===== src/xwcc_pkg.sv =====
`default_nettype none
package xwcc_pkg;

  localparam int unsigned WordW = 32;
  localparam int unsigned KeyWords = 4;
  localparam logic [WordW-1:0] Delta = 32'h9E3779B9;

  // host actions
  typedef enum logic [1:0] {
    ACT_ENCRYPT = 2'd0,
    ACT_TAG     = 2'd1,
    ACT_LOAD    = 2'd2,
    ACT_DECRYPT = 2'd3
  } action_e;

  // one queued transaction between front and back
  typedef struct packed {
    action_e          action;
    logic [WordW-1:0] word;
  } cmd_t;

  typedef logic [KeyWords-1:0][WordW-1:0] key_t;

  // XTEA mixing term: ((x << 4) ^ (x >> 5)) + x
  function automatic logic [WordW-1:0] mix(input logic [WordW-1:0] x);
    mix = ((x << 4) ^ (x >> 5)) + x;
  endfunction

endpackage
`default_nettype wire


===== src/xtea_word_chain_cipher.sv =====
// Flow: encrypt/decrypt pass from push through the queue and a load into the back end,
// then one round pair per cycle until the result; tag and load pass queue and back end.
// No new item starts before the last is done, set by the shared round unit
// and by the single result register, which must be popped before the next item.
// Reset: asynchronous, active low; clears key words, chain word, queues and state.
`default_nettype none
module xtea_word_chain_cipher #(
  parameter int unsigned ROUNDS = 32
) (
  input  wire logic        clk_i,
  input  wire logic        rst_ni,
  input  wire logic        cfg_we_i,
  input  wire logic [1:0]  cfg_idx_i,
  input  wire logic [31:0] cfg_wdata_i,
  input  wire logic        push,
  output logic             full,
  input  wire logic [1:0]  action_i,
  input  wire logic [31:0] data_word_i,
  output logic             empty,
  input  wire logic        pop,
  output logic [31:0]      out_word_o
);
  import xwcc_pkg::*;

  key_t key_q;
  logic cmd_valid;
  logic cmd_pop;
  cmd_t cmd;

  // write key words
  always_ff @(posedge clk_i or negedge rst_ni) begin
    if (!rst_ni) begin
      key_q <= '0;
    end else if (cfg_we_i) begin
      key_q[cfg_idx_i] <= cfg_wdata_i;
    end
  end

  xwcc_front u_front (
    .clk_i       (clk_i),
    .rst_ni      (rst_ni),
    .push        (push),
    .full        (full),
    .action_i    (action_i),
    .data_word_i (data_word_i),
    .cmd_valid_o (cmd_valid),
    .cmd_pop_i   (cmd_pop),
    .cmd_o       (cmd)
  );

  xwcc_back #(
    .ROUNDS (ROUNDS)
  ) u_back (
    .clk_i       (clk_i),
    .rst_ni      (rst_ni),
    .key_i       (key_q),
    .cmd_valid_i (cmd_valid),
    .cmd_pop_o   (cmd_pop),
    .cmd_i       (cmd),
    .empty       (empty),
    .pop         (pop),
    .out_word_o  (out_word_o)
  );

endmodule
`default_nettype wire


===== src/xwcc_front.sv =====
`default_nettype none
module xwcc_front (
  input  wire logic          clk_i,
  input  wire logic          rst_ni,
  input  wire logic          push,
  output logic               full,
  input  wire logic [1:0]    action_i,
  input  wire logic [31:0]   data_word_i,
  output logic               cmd_valid_o,
  input  wire logic          cmd_pop_i,
  output xwcc_pkg::cmd_t     cmd_o
);
  import xwcc_pkg::*;

  cmd_t       fifo_q [2];
  logic       wr_ptr_q, wr_ptr_d;
  logic       rd_ptr_q, rd_ptr_d;
  logic [1:0] count_q, count_d;
  logic       push_ok, pop_ok;

  assign full        = (count_q == 2'd2);
  assign cmd_valid_o = (count_q != 2'd0);
  assign cmd_o       = fifo_q[rd_ptr_q];
  assign push_ok     = push & ~full;
  assign pop_ok      = cmd_pop_i & cmd_valid_o;

  // advance pointers and fill count
  always_comb begin
    wr_ptr_d = wr_ptr_q ^ push_ok;
    rd_ptr_d = rd_ptr_q ^ pop_ok;
    count_d  = count_q;
    if (push_ok && !pop_ok) begin
      count_d = count_q + 2'd1;
    end else if (!push_ok && pop_ok) begin
      count_d = count_q - 2'd1;
    end
  end

  always_ff @(posedge clk_i or negedge rst_ni) begin
    if (!rst_ni) begin
      wr_ptr_q <= 1'b0;
      rd_ptr_q <= 1'b0;
      count_q  <= 2'd0;
    end else begin
      wr_ptr_q <= wr_ptr_d;
      rd_ptr_q <= rd_ptr_d;
      count_q  <= count_d;
    end
  end

  // store the incoming transaction
  always_ff @(posedge clk_i) begin
    if (push_ok) begin
      fifo_q[wr_ptr_q] <= '{action: action_e'(action_i), word: data_word_i};
    end
  end

endmodule
`default_nettype wire


===== src/xwcc_back.sv =====
`default_nettype none
module xwcc_back #(
  parameter int unsigned ROUNDS = 32
) (
  input  wire logic           clk_i,
  input  wire logic           rst_ni,
  input  wire xwcc_pkg::key_t key_i,
  input  wire logic           cmd_valid_i,
  output logic                cmd_pop_o,
  input  wire xwcc_pkg::cmd_t cmd_i,
  output logic                empty,
  input  wire logic           pop,
  output logic [31:0]         out_word_o
);
  import xwcc_pkg::*;

  localparam int unsigned CntW = (ROUNDS > 1) ? $clog2(ROUNDS) : 1;
  localparam logic [63:0] SumFull = 64'(Delta) * 64'(ROUNDS);
  localparam logic [WordW-1:0] DecSum = SumFull[WordW-1:0];
  localparam logic [CntW-1:0] LastCnt = CntW'(ROUNDS - 1);

  typedef enum logic [1:0] {
    S_IDLE = 2'b01,
    S_RUN  = 2'b10
  } state_e;

  state_e           state_q, state_d;
  logic [CntW-1:0]  cnt_q, cnt_d;
  logic             dec_q, dec_d;
  logic [WordW-1:0] a_q, a_d, b_q, b_d, s_q, s_d;
  logic [WordW-1:0] chain_q, chain_d;
  logic [WordW-1:0] out_q, out_d;
  logic             out_valid_q, out_valid_d;
  logic [WordW-1:0] enc_a, enc_s, enc_b;
  logic [WordW-1:0] dec_b, dec_s, dec_a;

  // one round pair in each direction
  always_comb begin
    enc_a = a_q + (mix(b_q) ^ (s_q + key_i[s_q[1:0]]));
    enc_s = s_q + Delta;
    enc_b = b_q + (mix(enc_a) ^ (enc_s + key_i[enc_s[12:11]]));
    dec_b = b_q - (mix(a_q) ^ (s_q + key_i[s_q[12:11]]));
    dec_s = s_q - Delta;
    dec_a = a_q - (mix(dec_b) ^ (dec_s + key_i[dec_s[1:0]]));
  end

  assign empty      = ~out_valid_q;
  assign out_word_o = out_q;

  // sequence: take a transaction, iterate rounds for encrypt/decrypt, hold result
  always_comb begin
    state_d     = state_q;
    cnt_d       = cnt_q;
    dec_d       = dec_q;
    a_d         = a_q;
    b_d         = b_q;
    s_d         = s_q;
    chain_d     = chain_q;
    out_d       = out_q;
    out_valid_d = out_valid_q & ~pop;
    cmd_pop_o   = 1'b0;
    unique case (state_q)
      S_IDLE: begin
        if (cmd_valid_i && !out_valid_q) begin
          cmd_pop_o = 1'b1;
          unique case (cmd_i.action) inside
            ACT_ENCRYPT, ACT_DECRYPT: begin
              dec_d   = (cmd_i.action == ACT_DECRYPT);
              a_d     = cmd_i.word;
              b_d     = chain_q;
              s_d     = (cmd_i.action == ACT_DECRYPT) ? DecSum : '0;
              cnt_d   = LastCnt;
              state_d = S_RUN;
            end
            ACT_TAG: begin
              out_d       = chain_q;
              out_valid_d = 1'b1;
            end
            ACT_LOAD: begin
              chain_d = cmd_i.word;
            end
            default: begin
              chain_d = chain_q;
            end
          endcase
        end
      end
      S_RUN: begin
        a_d   = dec_q ? dec_a : enc_a;
        b_d   = dec_q ? dec_b : enc_b;
        s_d   = dec_q ? dec_s : enc_s;
        cnt_d = cnt_q - CntW'(1);
        if (cnt_q == '0) begin
          out_d       = dec_q ? dec_a : enc_a;
          chain_d     = dec_q ? dec_b : enc_b;
          out_valid_d = 1'b1;
          state_d     = S_IDLE;
        end
      end
      default: begin
        state_d = S_IDLE;
      end
    endcase
  end

  always_ff @(posedge clk_i or negedge rst_ni) begin
    if (!rst_ni) begin
      state_q     <= S_IDLE;
      out_valid_q <= 1'b0;
      chain_q     <= '0;
    end else begin
      state_q     <= state_d;
      out_valid_q <= out_valid_d;
      chain_q     <= chain_d;
    end
  end

  // hold datapath registers
  always_ff @(posedge clk_i) begin
    cnt_q <= cnt_d;
    dec_q <= dec_d;
    a_q   <= a_d;
    b_q   <= b_d;
    s_q   <= s_d;
    out_q <= out_d;
  end

endmodule
`default_nettype wire

===== config.mk =====
export PLATFORM = sky130hd
export DESIGN_NAME = xtea_word_chain_cipher
export DESIGN_NICKNAME = d
export VERILOG_FILES = /design/src/xwcc_pkg.sv /design/src/xtea_word_chain_cipher.sv /design/src/xwcc_front.sv /design/src/xwcc_back.sv
export SDC_FILE = /design/constraint.sdc
export NUM_CORES = 2
export LEC_CHECK = 0
export BUFFER_PORTS_ARGS = -buffer_cell sky130_fd_sc_hd__buf_2
export CAP_MARGIN = 30
export CORE_UTILIZATION = 60
export DETAILED_ROUTE_END_ITERATION = 10
export GPL_TIMING_DRIVEN = 0
export PLACE_DENSITY_LB_ADDON = 0.05
export SLEW_MARGIN = 40
export SYNTH_ARGS = -nofsm -noshare
export SYNTH_HDL_FRONTEND = slang
export SYNTH_SLANG_ARGS = --single-unit

===== constraint.sdc =====
create_clock -name clk_i -period 12.7 [get_ports clk_i]
set_input_delay 1.905 -clock clk_i [delete_from_list [all_inputs] [get_ports clk_i]]
set_output_delay 1.905 -clock clk_i [all_outputs]
set_load 0.01 [all_outputs]

### After elaboration in Yosys (flattened, before gate mapping)

Memory sizes are Yosys's and may differ from the RTL's.
Cells that the tools add are included.

| word-level totals | value |
|---|---|
| bits in registers | 301 |
| bits in writable memories | 68 |
| input bits | 73 |
| output and inout bits | 34 |
| word-level logic and storage cells | 134 |
| memories | 1 |

Memories:

| name | words | bits a word | read ports | clocked after memory_dff | wr ports | line | source |
|---|---|---|---|---|---|---|---|
| u_front.fifo_q | 2 | 34 | 1 | 0 | 1 | xwcc_front.sv:15 | `cmd_t fifo_q [2];` |

| cells by class | value |
|---|---|
| $add $sub $neg | 17 |
| magnitude comparators | 6 |
| equal/unequal tests | 11 |
| mux-type cells | 49 |
| bitwise operators | 16 |
| reductions and logical operators | 18 |

Operators by type and width:

| cell | count |
|---|---|
| 32-bit 2-to-1 mux | 21 |
| 32-bit adder | 10 |
| 32-bit case mux with 2 select lines | 5 |
| 32-bit binary-select mux with 2-bit select | 4 |
| 128-bit bitwise mux | 1 |
| 32-bit by 27-bit bitwise XOR with 32-bit output | 4 |
| 32-bit bitwise XOR | 4 |
| 32-bit demux with 2-bit select | 1 |
| 32-bit subtractor | 2 |
| 32-bit adder (second input constant) | 1 |
| 32-bit subtractor (second input constant) | 1 |
| 2-bit by 3-bit less-than comparator with 1-bit output (second input constant) | 5 |
| 2-bit 2-to-1 mux | 5 |
| 5-bit 2-to-1 mux | 2 |
| 5-bit case mux with 2 select lines | 1 |
| 3-bit AND reduction | 3 |
| 2-bit equality test (second input constant) | 4 |
| 2-bit by 1-bit != test with 1-bit output (second input constant) | 4 |
| 4-bit AND reduction | 2 |
| 1-bit 2-to-1 mux | 7 |
| 2-bit nonzero test | 3 |
| 5-bit zero test | 1 |
| 5-bit by 1-bit subtractor with 5-bit output (second input constant) | 1 |
| 2-bit by 1-bit equality test with 1-bit output (second input constant) | 2 |
| 13 further kinds | 23 |

### Logic depth before layout (Yosys ltp)

| logic depth | value |
|---|---|
| depth after elaboration | 12 |
| gate-level depth with buffers | 50 |
| mapped depth without buffers | 47 |

### Modules after synthesis

From an unflattened synthesis, not the netlist that was laid out.

| second synthesis, totals | value |
|---|---|
| cell total of the unflattened synthesis | 4004 |
| area total of the unflattened synthesis | 38774.7 µm² |

Modules (own cells, without submodules):

| module | times used | cells an instance | area an instance (µm²) | seq. area each (µm²) |
|---|---|---|---|---|
| xwcc_back | 1 | 3608 | 31218.7 | 4901.0 |
| xtea_word_chain_cipher | 1 | 272 | 4744.6 | 3203.1 |
| xwcc_front | 1 | 124 | 2811.4 | 2142.1 |

### Worst setup path after synthesis

Ideal clock, no wire load.

| timing path | value |
|---|---|
| path kind | register -> register |
| from | register u_back.s_q[11] |
| to | register u_back.a_q[31] (data pin) |
| library setup time | 0.260 ns |
| data arrival time | 10.246 ns |
| data required time | 12.440 ns |
| setup slack | 2.194 ns |
| stages on the path, launching flop included | 45 |
| path buffers | 3 |
| clock period less this slack | 10.506 ns |
| path through | edfxtp_1 > clkbuf_1 > clkbuf_1 > buf_1 > mux4_2 > ha_1 > fa_1 > a21o_1 > a21o_1 > a21o_1 > a21oi_1 > o21ai_0 > a31oi_1 > o21ai_0 > a21o_1 > a21oi_1 > xnor2_1 > ha_1 > (+9 left out) > ha_1 > nand3_1 > nor2_1 > a211oi_1 > nand2b_1 > a21o_1 > xnor2_1 > xnor2_1 > ha_1 > a211o_1 > a31o_2 > o221a_4 > a31o_1 > a221o_1 > a21oi_2 > xnor3_1 > mux2i_1 > nand2_1 |

| on the way | value |
|---|---|
| cells in the longest elaborated chain, start to end | 11 |
| elaborated cells on any way between the ends | 16 |
| those cells by class | 8 x add/sub; 4 x mux; 4 x bitwise |

RTL lines:

| what | line | source |
|---|---|---|
| from (decl) | xwcc_back.sv:30 | `logic [WordW-1:0] a_q, a_d, b_q, b_d, s_q, s_d;` |
| from (signal assigned) | xwcc_back.sv:124 | `s_q <= s_d;` |
| 32-bit binary-select mux with 2-bit select | xwcc_back.sv:42 | `dec_b = b_q - (mix(a_q) ^ (s_q + key_i[s_q[12:11]]));` |
| 32-bit 2-to-1 mux (not written as such) | xwcc_back.sv:42 |  |
| 32-bit adder | xwcc_back.sv:42 |  |
| 32-bit bitwise XOR | xwcc_back.sv:42 |  |
| 32-bit subtractor | xwcc_back.sv:42 |  |
| 32-bit by 27-bit bitwise XOR with 32-bit output | xwcc_pkg.sv:26 | `mix = ((x << 4) ^ (x >> 5)) + x;` |
| 32-bit adder | xwcc_pkg.sv:26 |  |
| 32-bit bitwise XOR | xwcc_back.sv:44 | `dec_a = a_q - (mix(dec_b) ^ (dec_s + key_i[dec_s[1:0]]));` |
| 32-bit subtractor | xwcc_back.sv:44 |  |
| 32-bit 2-to-1 mux (*) | xwcc_back.sv:89 | `a_d = dec_q ? dec_a : enc_a;` |
| 32-bit case mux with 2 select lines (*) | xwcc_back.sv:62 | `unique case (state_q)` |
| via u_back.a_d[31] | xwcc_back.sv:30 |  |
| to (signal assigned) | xwcc_back.sv:122 | `a_q <= a_d;` |
| to (decl) | xwcc_back.sv:30 |  |

The timed path passes the listed nets; every way through them passes the cells marked *. The select of a mux whose other input is x is not followed.
A chain may end at the register's enable or synchronous reset.

### Final worst setup path

| timing path | value |
|---|---|
| from | register u_back.s_q[11] |
| to | register u_back.out_q[31] (netlist: u_back.out_word_o[31]) (data pin) |

| on the way | value |
|---|---|
| cells in the longest elaborated chain, start to end | 12 |
| elaborated cells on any way between the ends | 17 |
| those cells by class | 8 x add/sub; 5 x mux; 4 x bitwise |

RTL lines:

| what | line | source |
|---|---|---|
| 32-bit binary-select mux with 2-bit select | xwcc_back.sv:42 |  |
| 32-bit 2-to-1 mux (not written as such) | xwcc_back.sv:42 |  |
| 32-bit adder | xwcc_back.sv:42 |  |
| 32-bit bitwise XOR | xwcc_back.sv:42 |  |
| 32-bit subtractor | xwcc_back.sv:42 |  |
| 32-bit by 27-bit bitwise XOR with 32-bit output | xwcc_pkg.sv:26 |  |
| 32-bit adder | xwcc_pkg.sv:26 |  |
| 32-bit bitwise XOR | xwcc_back.sv:44 |  |
| 32-bit subtractor | xwcc_back.sv:44 |  |
| 32-bit 2-to-1 mux (*) | xwcc_back.sv:94 | `out_d = dec_q ? dec_a : enc_a;` |
| 32-bit 2-to-1 mux (*) | xwcc_back.sv:93 | `if (cnt_q == '0) begin` |
| 32-bit case mux with 2 select lines (*) | xwcc_back.sv:62 |  |
| via u_back.out_d[31] | xwcc_back.sv:32 | `logic [WordW-1:0] out_q, out_d;` |
| to (signal assigned) | xwcc_back.sv:125 | `out_q <= out_d;` |
| to (decl) | xwcc_back.sv:32 |  |

Marked as above.

==> results.toml <==
[worst_setup_path]
crit_required_ps = 13040
critPathLaunchType = "register"
worst-setup-path-type = "register to register"
path_max_fanout = 10
slowest_delay_ps = 610
arrival_ps = 12680
cp_common_cell = "a21o_1"
cp-end-kind = "register"
reg2reg_depth = 46
cp_slowest_cell = "o21ai_0"

[finish]
regArea_um2 = 10200
multi_input_area_um2 = 28100
drive_gt1_share_pct = 14.3
fillerInstances = 5130
areaGrowthSynthToFinish_pct = 9.92
nNetsFinal = 4734

[clock_tree]
clk_pin_slew_ps = 60
tritoncts = "done"
cts_buffers = 42
cts_sinks = 369
clock_path_buffers = 3
root_buffer = "clkbuf_16"
clock_latency_ps = 610
htreeDepth = 2

[synth]
synth_area_um2 = 38900
yosysSeqAreaShare_pct = 26.4
synth_ff_type = "edfxtp_1"
synth_nets = 4559
synth_area_leaders = "edfxtp_1 (16%), ha_1 (13%), dfrtp_1 (11%), xnor2_1 (9.3%), mux4_2 (7.4%)"
synth_largest_area_cell = "edfxtp_1"
synth_edf_count = 202
syn_inst = 4079
synth_top_area_share_pct = 15.6
async_reset_ff_share_pct = 45.3
synth_cell_types = 83
postSynthAreaPerCell_um2 = 9.53
yosys_warnings = 0
ys_seq_elements = 369
synth.top_cells.by_count = "xnor2_1 (413), ha_1 (395), a21oi_1 (347), nand2_1 (337), nor2_1 (227)"
synth.most_common_cell = "xnor2_1"

[grt]
grt_pass1_vias = 33900
grtUsageMet3_pct = 12.7
antenna_found_initial = 5
grtUsageMet2_pct = 68.6
grt_pass1_wl_um = 224000
grt_max_degree = 78
grt_most_used_layer = "met2"
track_usage_pct = 46.6
use_met1_pct = 58.9
overflow = 0

[routing]
wl_per_cell_um = 30.5
via_per_inst = 6.97
first_iter_violations = 5124
vias = 35800
ant_nets = 0
drtPass1Iterations = 6
drc = 0
drt_wl_total_um = 157000

[placement]
hpwl_um = 126000
place_congestion = 1.05
pre_cts_ws_ps = -1050
portBuffers = 106

[outcome]
status = "complete, no violations"

[sta]
setup_violations = 0
finalHoldViolCount = 0
slew_headroom_pct = 28.5
worst_pin_slew_ps = 1070
max_freq_mhz = 81.0
min_period_over_period_pct = 97.2
min_period_ps = 12350
setup_slack_ps = 353
skew_ps = 29.1
drv_slew = 0
hold_slack_ps = 481

[die]
row_count = 92
io_pins = 107
die_y_um = 257
core_area_um2 = 63500
start_util_pct = 61.2
die_w_um = 257
dieArea_um2 = 65800

[hold_path]
min_path_cells = 2
min_path_type = "register to register"

[flow_run]
maxCapViolations = 0
[through the flow]
step                      util [%]  cell area (µm²)  TNS (ps)  std cells
after CTS                     67.0            42600         0       5131
final                         67.2            42700         0       5136
after global placement        63.7            40500    -42090       5031
after detailed placement      64.7            41100     -7680       5053
after global routing          67.2            42700     -9.93       5133
after floorplan                  -            38900         0       4079
[sequential cells by signal, summed over array words and instances, names as in the netlist, 2 cells and up]
name and cells:
key_q 128, u_back.a_q 32, u_back.b_q 32, u_back.chain_q 32
u_back.cnt_q 5, u_back.out_word_o 32, u_back.s_q 32, u_back.state_q 2
u_front.count_q 2, u_front.fifo_q 68
[per-layer routing]
metal  share of wire, %  wire length (µm)
met1                 37             57400
met2                 42             65900
met4                8.8             13700
met5                  0                 0
met3                 13             19600
[critical path, delay by kind of cell, from the launching register on]
| family | cells | cell delay [ps] |
|---|---|---|
| AOI/OAI and AO/OA | 21 | 5330 |
| xor gates and xnor gates | 6 | 1590 |
| adders and majority gates | 5 | 1880 |
| buffers and inverters | 4 | 970 |
| DFF | 1 | 380 |
| muxes | 2 | 810 |
| and+or+nand+nor | 8 | 1080 |
[placed cells by master, fill, tap and decap left out, types with 22 or more instances in the layout]
cell,Yosys,layout
edfxtp_1,202,202
a211oi_1,45,42
nand2b_1,51,51
ha_1,395,392
a21oi_1,347,345
o211ai_1,31,31
nor2b_1,50,49
o21bai_1,49,48
a21o_1,215,215
mux4_2,127,127
clkbuf_1,93,79
a31oi_1,46,44
nand3_1,67,67
nand2_1,337,337
o21a_1,36,36
mux2_2,157,157
nor2_1,227,226
xnor2_1,413,391
inv_1,123,123
clkbuf_16,0,43
clkbuf_2,0,22
and3_1,43,43
xor2_1,203,199
mux2i_1,42,42
o21ai_0,207,200
nor3_1,64,63
buf_2,1,124
dfrtp_1,166,166
nand4_1,27,27
[logic make-up after synthesis]
family | synth area share, %
XOR/XNOR | 14.2
AO/OA/AOI/OAI | 19.0
buffers and inverters | 2.40
flip-flops | 26.4
multiplexers | 13.0
adder cells (fa/ha/maj) | 13.3
AND/OR/NAND/NOR | 11.7
[timing repair]
action,4_1_cts,5_1_grt
hold buffers,0,0
setup buffers,1,1
gates resized for setup,15,23
endpoints found under the setup margin,15,16
pin swaps,1,1
[worst paths after layout]
check	startpoint	to	slack (ps)
min in group asynchronous	rst_ni	key_q[62]$_DFFE_PN0P_	1220
max in group asynchronous	rst_ni	key_q[96]$_DFFE_PN0P_	10700
max	u_back.s_q[11]$_SDFFCE_PN0P_	u_back.out_word_o[31]$_DFFE_PP_	350
max reg2reg	u_back.s_q[11]$_SDFFCE_PN0P_	u_back.out_word_o[31]$_DFFE_PP_	350
min	u_back.chain_q[22]$_DFFE_PN0P_	u_back.chain_q[22]$_DFFE_PN0P_	480
min reg2reg	u_back.chain_q[22]$_DFFE_PN0P_	u_back.chain_q[22]$_DFFE_PN0P_	480
[layout make-up]
class,count,share of cell area [%]
buffer,124,1.23
timing repair buffer,131,2.22
multi-input combinational,3462,65.7
tap,846,2.48
sequential,369,24.0
clock buffer,52,2.64
antenna,3,0.0176
inverter,124,1.09
clock inverter,25,0.679
Power is left out: the tool's default activity adds up to more than one toggle a clock period on the data nets, which glitch-free logic cannot reach.
